File: src/hw/rtl/mstb_pkg.sv
`timescale 1ns / 1ps
// ----------------------------------------------------------------------------
// mstb_pkg
// Shared constants and types for the maximum spanning tree bottleneck block.
// ----------------------------------------------------------------------------
package mstb_pkg;

  localparam int MAX_VERTICES = 64;
  localparam int VW           = $clog2(MAX_VERTICES);
  localparam int AW           = 2 * VW;
  localparam int CW           = 7;

  localparam logic signed [31:0] WEIGHT_FLOOR = -32'sd2147483646;

  localparam logic [1:0] ST_FOUND        = 2'd0;
  localparam logic [1:0] ST_DISCONNECTED = 2'd1;
  localparam logic [1:0] ST_SINGLE       = 2'd2;

  // controller to datapath
  typedef struct packed {
    logic load;        // store the accepted word into the matrix
    logic pass_a;      // first half of a store pair (a,b), else (b,a)
    logic init;        // reset tree state, seed vertex 0
    logic scan_start;  // begin a pick scan
    logic scan_step;   // read the best link of vertex scan_v for the pick scan
    logic commit_pick; // mark the picked vertex in tree
    logic relax_rd;    // issue matrix and best-link reads for vertex scan_v
    logic relax_wr;    // apply the read result to the previous vertex
    logic fin_step;    // read vertex scan_v to fold it into the bottleneck
    logic clr_step;    // clear the pair memory entry at clr_addr
    logic [VW-1:0] scan_v;
    logic [AW-1:0] clr_addr;
  } mstb_cmd_t;

  // datapath to controller
  typedef struct packed {
    logic found;
    logic disc;
  } mstb_sts_t;

endpackage

File: src/hw/rtl/mstb_ctrl.sv
`timescale 1ns / 1ps
// ----------------------------------------------------------------------------
// mstb_ctrl
// Sequencer for loading, Prim passes, bottleneck fold and matrix clear.
// ----------------------------------------------------------------------------
module mstb_ctrl import mstb_pkg::*; (
  input  logic          clk,
  input  logic          rst_n,
  input  logic          in_valid,
  output logic          in_ready,
  input  logic          in_last,
  input  logic [CW-1:0] count,
  input  mstb_sts_t     sts,
  output mstb_cmd_t     cmd,
  output logic          out_valid,
  input  logic          out_ready,
  output logic [1:0]    out_status,
  output logic          out_zero
);

  typedef enum logic [10:0] {
    S_WIPE  = 11'b00000000001,
    S_IDLE  = 11'b00000000010,
    S_LDR   = 11'b00000000100,
    S_LDA   = 11'b00000001000,
    S_LDB   = 11'b00000010000,
    S_INIT  = 11'b00000100000,
    S_SCAN  = 11'b00001000000,
    S_RELAX = 11'b00010000000,
    S_FIN   = 11'b00100000000,
    S_CLR   = 11'b01000000000,
    S_OUT   = 11'b10000000000
  } state_t;

  state_t        st_r, st_nxt;
  logic [VW:0]   v_r, v_nxt;
  logic [AW-1:0] c_r, c_nxt;
  logic [VW:0]   n_r;
  logic          last_r;
  logic [1:0]    stat_r, stat_nxt;
  logic [VW:0]   n_live;

  always_comb begin
    if (count > CW'(MAX_VERTICES)) n_live = (VW+1)'(MAX_VERTICES);
    else if (count == '0)         n_live = (VW+1)'(1);
    else                           n_live = count[VW:0];
  end

  assign in_ready   = (st_r == S_IDLE);
  assign out_valid  = (st_r == S_OUT);
  assign out_status = stat_r;
  assign out_zero   = (stat_r != ST_FOUND);

  always_comb begin
    st_nxt   = st_r;
    v_nxt    = v_r;
    c_nxt    = c_r;
    stat_nxt = stat_r;
    cmd      = '0;
    cmd.scan_v   = v_r[VW-1:0];
    cmd.clr_addr = c_r;
    case (st_r)
      S_WIPE: begin
        cmd.clr_step = 1'b1;
        c_nxt = c_r + 1'b1;
        if (c_r == '1) st_nxt = S_IDLE;
      end
      S_IDLE: if (in_valid) st_nxt = S_LDR;
      // read the stored pair before either write
      S_LDR: st_nxt = S_LDA;
      S_LDA: begin
        cmd.pass_a = 1'b1;
        cmd.load   = 1'b1;
        st_nxt     = S_LDB;
      end
      S_LDB: begin
        cmd.load = 1'b1;
        if (!last_r) st_nxt = S_IDLE;
        else if (n_r == (VW+1)'(1)) begin
          stat_nxt = ST_SINGLE;
          c_nxt    = '0;
          st_nxt   = S_CLR;
        end else st_nxt = S_INIT;
      end
      S_INIT: begin
        cmd.init       = 1'b1;
        cmd.scan_start = 1'b1;
        v_nxt          = '0;
        st_nxt         = S_SCAN;
      end
      S_SCAN: begin
        if (v_r < n_r) begin
          cmd.scan_step = 1'b1;
          v_nxt = v_r + 1'b1;
        end else if (v_r == n_r) begin
          // let the last compare land
          v_nxt = v_r + 1'b1;
        end else if (sts.found) begin
          cmd.commit_pick = 1'b1;
          v_nxt  = '0;
          st_nxt = S_RELAX;
        end else begin
          v_nxt  = (VW+1)'(1);
          st_nxt = S_FIN;
        end
      end
      S_RELAX: begin
        // read address v, apply the result for v-1 in the next cycle
        cmd.relax_wr = (v_r != '0);
        if (v_r < n_r) begin
          cmd.relax_rd = 1'b1;
          v_nxt = v_r + 1'b1;
        end else begin
          cmd.scan_start = 1'b1;
          v_nxt  = '0;
          st_nxt = S_SCAN;
        end
      end
      S_FIN: begin
        if (v_r < n_r) begin
          cmd.fin_step = 1'b1;
          v_nxt = v_r + 1'b1;
        end else if (v_r == n_r) begin
          v_nxt = v_r + 1'b1;
        end else begin
          stat_nxt = sts.disc ? ST_DISCONNECTED : ST_FOUND;
          c_nxt    = '0;
          st_nxt   = S_CLR;
        end
      end
      S_CLR: begin
        cmd.clr_step = 1'b1;
        c_nxt = c_r + 1'b1;
        if (c_r == '1) st_nxt = S_OUT;
      end
      S_OUT: if (out_ready) st_nxt = S_IDLE;
      default: st_nxt = S_IDLE;
    endcase
  end

  always_ff @(posedge clk) begin
    if (!rst_n) begin
      st_r   <= S_WIPE;
      v_r    <= '0;
      c_r    <= '0;
      stat_r <= ST_FOUND;
    end else begin
      st_r   <= st_nxt;
      v_r    <= v_nxt;
      c_r    <= c_nxt;
      stat_r <= stat_nxt;
    end
    if (st_r == S_IDLE && in_valid) begin
      last_r <= in_last;
      n_r    <= n_live;
    end
  end

endmodule

File: config.mk
export PLATFORM = sky130hd
export DESIGN_NAME = mstb_ctrl
export DESIGN_NICKNAME = d
export VERILOG_FILES = /design/src/hw/rtl/mstb_pkg.sv /design/src/hw/rtl/mstb_ctrl.sv
export SDC_FILE = /design/constraint.sdc
export NUM_CORES = 1
export LEC_CHECK = 0
export ABC_AREA = 0
export CAP_MARGIN = 10
export CORE_MARGIN = 1.5
export CORE_UTILIZATION = 57
export DETAILED_ROUTE_END_ITERATION = 10
export DONT_BUFFER_PORTS = 1
export PLACE_DENSITY = 0.75
export SLEW_MARGIN = 20
export SYNTH_ARGS = -nofsm -noshare
export SYNTH_HDL_FRONTEND = slang
export SYNTH_SLANG_ARGS = --single-unit
File: constraint.sdc
create_clock -name clk -period 2.2 [get_ports clk]
set_input_delay 0.22 -clock clk [delete_from_list [all_inputs] [get_ports clk]]
set_output_delay 0.22 -clock clk [all_outputs]
set_load 0.01 [all_outputs]
# Word-level counts from Yosys, hierarchy flattened
# Index checks and enable logic that the tools add are counted.
[word_totals]
elab_cells = 96
in_bits = 14
regBits = 40
[classes]
n_addsub = 2
order_cmp = 2
mux = 45
n_reduce_logical = 14
n_eq_ne = 26
[ops]
columns = ["operator", "count"]
rows = [
  ["$pmux W11 S11", 1],
  ["$mux W11", 10],
  ["$mux W12", 4],
  ["$mux W7", 6],
  ["$pmux W12 S3", 1],
  ["$pmux W7 S4", 1],
  ["$ne A2 B2 Y1 const B", 10],
  ["$add A12 B1 Y12 const B", 1],
  ["$eq A12 B12 Y1 const B", 1],
  ["$mux W1", 12],
  ["$mux W2", 6],
  ["$eq A11 B1 Y1 const B", 1],
  ["$eq A11 B10 Y1 const B", 1],
  ["$eq A11 B11 Y1 const B", 1],
  ["$eq A11 B2 Y1 const B", 1],
  ["$eq A11 B3 Y1 const B", 1],
  ["$eq A11 B4 Y1 const B", 1],
  ["$eq A11 B5 Y1 const B", 1],
  ["$eq A11 B6 Y1 const B", 1],
  ["$eq A11 B7 Y1 const B", 1],
  ["$eq A11 B8 Y1 const B", 1],
  ["$eq A11 B9 Y1 const B", 1],
  ["$mux W10", 1],
  ["$reduce_and A5 Y1", 2],
  ["other kinds (19)", 22],
]

# Depth between registers and ports, before layout
# Gate-level depths: netlist of run 1.
[logic_depth]
ltp_word = 4
ltp_mapped = 8
mapped_depth_nobuf = 8

# Worst setup path after synthesis of run 1
# OpenSTA, ideal clock, no wires.
[synth_timing]
path_kind = "register to register"
from = "register v_r[0]"
to = "register st_r[10]"
setup_slack_ns = -0.233
t_required_ns = 2.129
period_less_slack_ns = 2.433
stages_incl_launch_ff = 9
arrival_time_ns = 2.362
n_path_buf = 0
setup_ns = 0.071
cell_sequence = "dfxtp_1 > inv_1 > ha_1 > nand3b_1 > a21oi_1 > o21ai_0 > a2111o_1 > or4_1 > a21oi_1"
[synth_between]
elab_chain_len = 3
word_cells_on_any_way = 8
classes_between = "1 x order compare; 6 x eq/ne; 1 x reduce/logical"
[synth_rtl]
columns = ["element", "line", "rtl"]
rows = [
  ["from (decl)", "mstb_ctrl.sv:36", "logic [VW:0] v_r, v_nxt;"],
  ["from (signal assigned)", "mstb_ctrl.sv:149", "v_r <= v_nxt;"],
  ["$lt A7 B7 Y1 or $eq A7 B7 Y1 (tied branches)", "-", ""],
  ["$ne A2 B2 Y1 (no line)", "-", ""],
  ["$reduce_and A9 Y1 (no line) (*)", "-", ""],
  ["to (signal assigned)", "mstb_ctrl.sv:148", "st_r <= st_nxt;"],
  ["to (decl)", "mstb_ctrl.sv:35", "state_t st_r, st_nxt;"],
]
# Every way passes the cells marked *; elsewhere a longest branch is shown, timed or not.
# A chain may end at the register's enable or synchronous reset.

# Final worst setup path of run 1
[layout_timing]
from = "register n_r[6]"
to = "output cmd[24] in the netlist's numbering"
[layout_between]
elab_chain_len = 3
[layout_rtl]
columns = ["element", "line", "rtl"]
rows = [
  ["from (decl)", "mstb_ctrl.sv:38", "logic [VW:0] n_r;"],
  ["from (signal assigned)", "mstb_ctrl.sv:155", "n_r <= n_live;"],
  ["$lt A7 B7 Y1", "mstb_ctrl.sv:110", "if (v_r < n_r) begin"],
  ["$mux W1", "mstb_ctrl.sv:110", ""],
  ["$pmux W1 S2", "mstb_ctrl.sv:62", "case (st_r)"],
  ["to (decl)", "mstb_ctrl.sv:14", "output mstb_cmd_t cmd,"],
]
# No other way between the ends.

==> results of run 1 <==
## through the flow
stage	hold slack, ns	setup TNS, ns
CTS	0.00538	-0.177
finish	0.00652	-1.83
detailed placement	0.295	-0.216
global route	0.00211	-5.09
floorplan	0.282	-0.138
global placement	0.292	-0.0187
## registers in the layout (all words and copies together) (netlist names)
| name | count |
|---|---|
| out_status | 2 |
| v_r | 7 |
| c_r | 12 |
| n_r | 7 |
| last_r | 1 |
| st_r | 11 |
## kinds of logic (layout without fill, tap and decap cells)
logic type / Yosys count / after routing
compound gates: 75 / 75
xor+xnor: 6 / 6
fa+ha+maj: 10 / 10
buf+inv: 35 / 101
flops: 40 / 40
simple gates: 135 / 135
## final cells by class
| type | count | area, um^2 |
|---|---|---|
| Timing Repair Buffer | 75 | 577 |
| Fill cell | 250 | 792 |
| Sequential cell | 40 | 883 |
| Multi-Input combinational cell | 226 | 1570 |
| Clock inverter | 3 | 37.5 |
| Inverter | 18 | 67.6 |
| Clock buffer | 5 | 68.8 |
| Tap cell | 50 | 62.6 |
## layer usage
layer	GRT usage (%)	up-vias
met5	0	-
met4	12.0	0
met3	7.07	24
met2	49.8	172
met1	40.3	1249
li1	-	1229
## repair_timing
item,in CTS,in global routing
gates cloned,0,0
hold buffers,1,0
endpoints found under the hold margin,1,0
endpoints found under the setup margin,15,36
pin swaps,7,13
resized for setup,18,20
buffers inserted,6,9
## where the power goes
| part | switching, mW | internal [mW] |
|---|---|---|
| logic | 0.223 | 0.200 |
| clock network | 0.274 | 0.331 |
| registers | 0.0226 | 0.773 |
## cell usage after synthesis (all sizes together), types with 8 or more instances
cell     n  area (um^2)
nand3   10         50.1
dfxtp   32          641
a21oi   27          135
inv     18         67.6
nand2   26         97.6
buf     11         82.6
nor3    14         70.1
or3      8         50.1
o21ai   14         81.3
edfxtp   8          240
ha      10          125
nor2    30          113
nand4    9         56.3
## worst paths after layout
path,endpoint,slack (ns),depth (start not counted)
hold / removal,last_r,0.007,0
setup reg to reg,st_r[10],-0.21,9
setup / recovery,cmd[24],-0.23,9
hold reg to reg,c_r[11],0.56,2
==> flow_metrics.env, run 1 <==
export IMPL_place_gp_congestion=0.911
export IMPL_drt_wl_total_mm=7.66
export IMPL_maxCapViolCount=0
export IMPL_grt_overflow=0
export IMPL_worstPathArrival_ns=2.21
export IMPL_final_antenna_net_count=0
export IMPL_grt_max_degree=17
export IMPL_syn_inst=301
export IMPL_period_minus_slack_ns=2.43
export IMPL_io_buffer_count=0
export IMPL_r2r_start="n_r[6]"
export IMPL_max_stage_delay_ns=0.37
export IMPL_top_level_ports=47
export IMPL_ys_flop_type="dfxtp_1"
export IMPL_total_power_mw=1.82
export IMPL_grt_pass1_vias=2286
export IMPL_power_density_mw_per_mm2=558
export IMPL_drive_above_1_share_pct=31.9
export IMPL_met2_wirelength_mm=3.58
export IMPL_violations="setup timing"
export IMPL_syn_mean_instance_area_um2=8.12
export IMPL_synth_fa_ha_area_share_pct=5.12
export IMPL_critPathMostFrequentCell="buf_4"
export IMPL_die_w_um=68.5
export IMPL_synth_edf_count=8
export IMPL_insertion_delay_ns=0.31
export IMPL_cts_tree="built"
export IMPL_cts_made_buffers=5
export IMPL_nNetsFinal=390
export IMPL_finalInstanceArea_mm2=0.00327
export IMPL_crit_path_cell_trace="inv_2 > ha_4 > nand4_1 > a21oi_2 > buf_4 > or2_4 > nand3b_1 > a2111oi_4 > buf_4"
export IMPL_syn2layout_area_growth_pct=33.6
export IMPL_dieArea_mm2=0.00469
export IMPL_vdd_ir_drop_max_uv=406
export IMPL_dr_wl_met3_um=701
export IMPL_synth_compound_area_share_pct=20.7
export IMPL_final_common_cell="buf_4"
export IMPL_cts_root_buffer="clkbuf_8"
export IMPL_htree_levels=2
export IMPL_final_hold_viol_count=0
export IMPL_drc=0
export IMPL_m1WireLength_mm=3.19
export IMPL_grt_pass1_wl_mm=10.6
export IMPL_post_drt_wl_per_cell_um=18.4
export IMPL_worst_slack_ns=-0.232
export IMPL_place_area_mm2=0.00287
export IMPL_cp_top_family="compound AO/OA/AOI/OAI gates"
export IMPL_synth_top_family_by_area="simple AND/OR/NAND/NOR gates"
export IMPL_ys_seq_area_share_pct=36.0
export IMPL_firstDrtPassIters=5
export IMPL_synth_nets=325
export IMPL_finalMaxSlewViolations=0
export IMPL_crit_fanout=3
export IMPL_worst_slew_pin_slew_ns=0.548
export IMPL_synthMuxAreaShare_pct=0
export IMPL_critPathRequiredTime_ns=1.98
export IMPL_diodes=0
export IMPL_worstSetupStartpoint="n_r[6]"
export IMPL_yosys_warnings=0
export IMPL_clock_sinks=40
export IMPL_crit_slowest_cell="edfxtp_1"
export IMPL_placementRows=23
export IMPL_layoutNonFillerInstCount=417
export IMPL_p_leak_nw=1.33
export IMPL_crit_buf_inv=3
export IMPL_hp_class="in -> reg"
export IMPL_hpwl_mm=4.88
export IMPL_finClkSkew_ns=0.00585
export IMPL_crit_path_end_kind="output pin"
export IMPL_critPathKind="reg -> out"
export IMPL_synth_xor_xnor_area_share_pct=2.15
export IMPL_synth_area_mm2=0.00244
export IMPL_slew_headroom_pct=63.4
export IMPL_start_util_pct=60.2
export IMPL_rsz0062_at_grt="yes"
export IMPL_post_place_ws_ns=-0.109
export IMPL_min_delay_start="in_last"
export IMPL_grt_antenna_before_repair=0
export IMPL_synth_cell_types=49
export IMPL_grt_usage_pct=31.0
export IMPL_routed_top_layer="met4"
export IMPL_core_area_mm2=0.00406
export IMPL_final_cell_mix="buf_4 (71), dfxtp_1 (30), nor2_1 (27), nand2_1 (24), a21oi_1 (24)"
export IMPL_finalCoreUtilization_pct=80.5
export IMPL_clockBufferDepth=2
export IMPL_placed_cells=394
export IMPL_startpoint_type="flip-flop"
export IMPL_die_h_um=68.5
export IMPL_cts_clk_slew_worst_paths_ns=0.08
export IMPL_via_per_inst=6.41
export IMPL_fmax_mhz=411
export IMPL_synthSimpleGateAreaFrac_pct=28.9
export IMPL_setup_viol=26
export IMPL_fin_crit_sh_pct=111
export IMPL_vias=2674
export IMPL_drt_iter0_drc=405
export IMPL_synthArstFlopShare_pct=0
export IMPL_outcome="finished, violations left"
export IMPL_synth_seq_cells=40
No activity file was read; power rests on OpenSTA's default activity.
==> inputs of run 2 (changes only) <==
Settings changed: GPL_ROUTABILITY_DRIVEN from default to 1, MAX_ROUTING_LAYER from default to met4.
==> run 2 against run 1 <==
The flow still finishes with violations (setup timing); sequential share of layout area fell by 2.2 points; global-route usage rose by 0.90 points; critical path depth up 2; sequential power is essentially flat; critical endpoint is now st_r[10].
==> flow_metrics.env, run 2 (synthesized netlist as in run 1, its figures left out) <==
export IMPL_drt_iter0_drc=357
export IMPL_die_w_um=68.5
export IMPL_clock_sinks=40
export IMPL_fin_crit_sh_pct=119
export IMPL_finalMaxSlewViolations=0
export IMPL_grt_overflow=0
export IMPL_fillers=209
export IMPL_nNetsFinal=404
export IMPL_final_antenna_net_count=0
export IMPL_diodes=0
export IMPL_place_gp_congestion=0.888
export IMPL_grt_max_degree=17
export IMPL_hp_class="in -> reg"
export IMPL_top_regs="c_r (12), st_r (11)"
export IMPL_placed_cells=394
export IMPL_largest_reg_flops=12
export IMPL_post_drt_wl_per_cell_um=21.0
export IMPL_ff2ff_path_depth=11
export IMPL_worstSetupStartpoint="n_r[1]"
export IMPL_top_level_ports=47
export IMPL_final_common_cell="buf_4"
export IMPL_r2r_start="n_r[1]"
export IMPL_rsz0062_at_grt="yes"
export IMPL_drc=0
export IMPL_cts_root_buffer="clkbuf_8"
export IMPL_final_hold_viol_count=0
export IMPL_grt_pass1_wl_mm=10.7
export IMPL_crit_path_end_kind="flip-flop"
export IMPL_fmax_mhz=381
export IMPL_worst_slack_ns=-0.424
export IMPL_finClkSkew_ns=0.0133
export IMPL_io_buffer_count=0
export IMPL_firstDrtPassIters=5
export IMPL_cts_made_buffers=5
export IMPL_start_util_pct=60.2
export IMPL_min_delay_start="count[6]"
export IMPL_final_setup_tns_ns=-7.37
export IMPL_drive_above_1_share_pct=40.2
export IMPL_cts_clk_slew_worst_paths_ns=0.08
export IMPL_critPathKind="reg -> reg"
export IMPL_period_minus_slack_ns=2.62
export IMPL_worst_slew_pin_slew_ns=0.921
export IMPL_p_comb_share_pct=28.8
export IMPL_final_cell_mix="buf_4 (73), dfxtp_1 (31), nor2_1 (26), nand2_1 (23), a21oi_1 (16)"
export IMPL_hpwl_mm=4.97
export IMPL_layoutNonFillerInstCount=431
export IMPL_worstPathArrival_ns=2.84
export IMPL_power_density_mw_per_mm2=508
export IMPL_via_per_inst=6.72
export IMPL_startpoint_type="flip-flop"
export IMPL_cts_tree="built"
export IMPL_grt_usage_pct=31.9
export IMPL_p_seq_share_pct=44.2
export IMPL_post_place_ws_ns=-0.148
export IMPL_vdd_ir_drop_max_uv=573
export IMPL_critPathRequiredTime_ns=2.41
export IMPL_maxCapViolCount=0
export IMPL_vias=2898
export IMPL_placementRows=23
export IMPL_grt_pass1_vias=2376
export IMPL_core_area_mm2=0.00406
export IMPL_insertion_delay_ns=0.30
export IMPL_p_switching_mw=0.548
export IMPL_crit_fanout=3
export IMPL_slew_headroom_pct=37.0
export IMPL_p_int_mw=1.25
export IMPL_die_h_um=68.5
export IMPL_grt_antenna_before_repair=0
export IMPL_syn2layout_area_growth_pct=45.1
export IMPL_clkPwrFrac_pct=27.0
export IMPL_largest_register="c_r"
export IMPL_p_leak_nw=1.43
export IMPL_hold_path_cell_count=0
export IMPL_switching_share_pct=30.5
export IMPL_setup_viol=35
export IMPL_dieArea_mm2=0.00469
export IMPL_drt_wl_total_mm=9.05
export IMPL_clockBufferDepth=2
export IMPL_htree_levels=2
export IMPL_outcome="finished, violations left"
export IMPL_violations="setup timing"
## run 2: cell types whose count changed in the layout (fill, tap and decap cells not counted), sizes merged
cell | before | now
bufinv | 1 | 0
buf | 74 | 88
clkbuf | 5 | 7
clkinv | 2 | 1
## run 2: repair_timing
item | in CTS | in global routing
buffers inserted | 9 | 20
endpoints found under the hold margin | 1 | 0
setup endpoints to repair | 15 | 34
resized for setup | 16 | 64
hold buffers | 1 | 0
pin swaps | 3 | 23
## run 2: path summary, 6_finish.rpt
path / endpoint / slack, ns
max reg2reg: st_r[10] / -0.42
min reg2reg: st_r[5] / 0.58
min: n_r[6] / 0.03
max: st_r[10] / -0.42
## run 2: layout make-up
class | instances | area, um^2 | area share (%)
Clock inverter | 1 | 3.75 | 0.106
Sequential cell | 40 | 882 | 24.9
Multi-Input combinational cell | 226 | 1730 | 48.7
Tap cell | 50 | 62.6 | 1.76
Timing Repair Buffer | 89 | 727 | 20.5
Clock buffer | 7 | 76.3 | 2.15
Inverter | 18 | 67.6 | 1.91
## run 2: power by group through the flow
stage / Clock [mW] / Combinational [mW] / Sequential, mW
2_1_floorplan: 0 / 0.186 / 0.819
3_3_place_gp: 0 / 0.306 / 0.809
3_5_place_dp: 0 / 0.316 / 0.809
4_1_cts: 0.478 / 0.377 / 0.793
5_1_grt: 0.500 / 0.544 / 0.798
6_report: 0.486 / 0.518 / 0.796
## run 2: critical path, stage by stage, from the launching register on
cell and delay [ns]:
edfxtp_1 0.38, inv_1 0.07, ha_1 0.32, nand3b_1 0.13, a21oi_2 0.19, buf_4 0.16, buf_6 0.10, buf_6 0.09
nor3_4 0.05, a2111o_1 0.36, or4_1 0.51, a21oi_1 0.19
## run 2: metal layers
metal	part of all wire (%)	global-route usage (%)	vias up	wire, um
li1	-	-	1272	-
met1	39	39.9	1365	3550
met2	46	51.0	209	4200
met3	10	6.74	52	915
met4	4.1	11.5	0	374
met5	0	-	-	0
## run 2: through the flow
step	instance area (um^2)	hold WS (ns)	total power, mW	utilization (%)
2_1_floorplan	2470	0.282	1.00	-
3_3_place_gp	2870	0.292	1.12	70.8
3_5_place_dp	2870	0.291	1.12	70.8
4_1_cts	3110	0.0206	1.65	76.7
5_1_grt	3540	0.0150	1.84	87.4
6_report	3540	0.0255	1.80	87.4
==> inputs of run 3 (changes only) <==
Settings changed: CORE_MARGIN 1.5 to 4.
==> run 3 against run 2 <==
The run still ends with setup timing left; first-iteration DRC count down 12%; global-route usage down 4.0 points; clock power up 1%; clock-buffer cell count down 1; worst setup slack better by 0.22 ns; die area up 15%; clock skew down 0.0071 ns.
==> flow_metrics.env, run 3 (synthesized netlist as in run 1, its figures left out) <==
export IMPL_insertion_delay_ns=0.30
export IMPL_final_hold_viol_count=0
export IMPL_grt_pass1_vias=2446
export IMPL_fin_crit_sh_pct=109
export IMPL_power_density_mw_per_mm2=530
export IMPL_grt_pass1_wl_mm=11.4
export IMPL_worst_slew_pin_slew_ns=0.504
export IMPL_crit_path_cell_trace="inv_1 > ha_4 > nand2_1 > o21ai_4 > buf_4 > or2_4 > nand3b_1 > a2111oi_4 > buf_4"
export IMPL_violations="setup timing"
export IMPL_hp_class="in -> reg"
export IMPL_critPathKind="reg -> out"
export IMPL_final_common_cell="buf_4"
export IMPL_total_power_mw=1.80
export IMPL_vdd_ir_drop_max_uv=508
export IMPL_crit_fanout=4
export IMPL_grt_max_degree=16
export IMPL_drc=0
export IMPL_final_antenna_net_count=0
export IMPL_rsz0062_at_grt="yes"
export IMPL_maxCapViolCount=0
export IMPL_die_w_um=73.5
export IMPL_slew_headroom_pct=66.1
export IMPL_largest_reg_flops=12
export IMPL_grt_overflow=0
export IMPL_drive_above_1_share_pct=38.5
export IMPL_period_minus_slack_ns=2.41
export IMPL_core_area_mm2=0.00409
export IMPL_fmax_mhz=415
export IMPL_crit_path_end_kind="output pin"
export IMPL_crit_slowest_cell="edfxtp_1"
export IMPL_via_per_inst=6.19
export IMPL_outcome="finished, violations left"
export IMPL_drt_wl_total_mm=7.21
export IMPL_worstPathArrival_ns=2.19
export IMPL_top_level_ports=47
export IMPL_cts_tree="built"
export IMPL_place_gp_congestion=0.951
export IMPL_start_util_pct=59.8
export IMPL_finalMaxSlewViolations=0
export IMPL_final_setup_tns_ns=-1.67
export IMPL_cts_clk_slew_worst_paths_ns=0.08
export IMPL_clockBufferDepth=2
export IMPL_clock_sinks=40
export IMPL_cts_root_buffer="clkbuf_8"
export IMPL_htree_levels=2
export IMPL_setup_viol=19
export IMPL_die_h_um=73.5
export IMPL_cts_made_buffers=5
export IMPL_syn2layout_area_growth_pct=39.0
export IMPL_grt_antenna_before_repair=0
export IMPL_top_regs="c_r (12), st_r (11)"
export IMPL_nNetsFinal=392
export IMPL_placementRows=23
export IMPL_dieArea_mm2=0.00540
export IMPL_diodes=0
export IMPL_worst_slack_ns=-0.208
export IMPL_critPathRequiredTime_ns=1.98
export IMPL_cp_top_family="compound AO/OA/AOI/OAI gates"
export IMPL_critPathMostFrequentCell="buf_4"
export IMPL_largest_register="c_r"
export IMPL_post_drt_wl_per_cell_um=17.2
export IMPL_vias=2592
export IMPL_io_buffer_count=0
export IMPL_p_leak_nw=1.35
export IMPL_max_stage_delay_ns=0.36
export IMPL_startpoint_type="flip-flop"
export IMPL_hpwl_mm=4.90
export IMPL_final_cell_mix="buf_4 (69), dfxtp_1 (30), nor2_1 (25), nand2_1 (21), a21oi_1 (19)"
export IMPL_firstDrtPassIters=5
export IMPL_crit_buf_inv=3
export IMPL_finClkSkew_ns=0.00624
export IMPL_drt_iter0_drc=315
export IMPL_grt_usage_pct=28.0
run 3: final timing paths:
check                               from  endpoint  slack (ns)  cells after the start
worst min register to register    last_r   st_r[5]        0.57                      1
worst max register to register    n_r[5]  st_r[10]       -0.16                      9
worst max-delay path              n_r[5]   cmd[24]       -0.21                      9
worst min-delay path            count[6]    n_r[6]        0.01                      0
run 3: final cells by class:
type	count	area, um^2
timing repair buffer	77	616
multi-input combinational	226	1680
clock buffer	6	72.6
inverter	18	67.6
tap	50	62.6
sequential	40	883
clock inverter	2	12.5
fill	239	689
run 3: per-layer routing:
layer	wire, um	part of all wire, %	track usage (%)
met2	3420	47	44.0
met3	585	8.1	6.57
met1	3060	42	35.6
met4	143	2.0	8.65
met5	0	0	-
run 3: where the power goes:
part           switching [mW]  leakage [nW]  total [mW]  internal, mW
registers              0.0187         0.333       0.792         0.773
clock network           0.270        0.0412       0.492         0.222
logic                   0.258         0.976       0.518         0.260
run 3: what timing repair did:
action                                 in CTS  in global routing
pin swaps                                  17                 18
setup buffers                              10                  7
endpoints found under the hold margin       1                  0
hold buffers                                1                  0
setup endpoints to repair                  26                 36
resized for setup                          28                 37
run 3: per-stage QoR:
step	setup WS, ns	std cells	hold WS [ns]	util [%]	area (um^2)
after floorplan	-0.0642	301	0.282	-	2470
after global placement	-0.124	394	0.285	70.3	2870
after detailed placement	-0.163	394	0.295	70.3	2870
after CTS	-0.247	412	0.0103	77.8	3180
after global routing	-0.319	419	0.00302	83.1	3400
final	-0.208	419	0.0149	83.1	3400
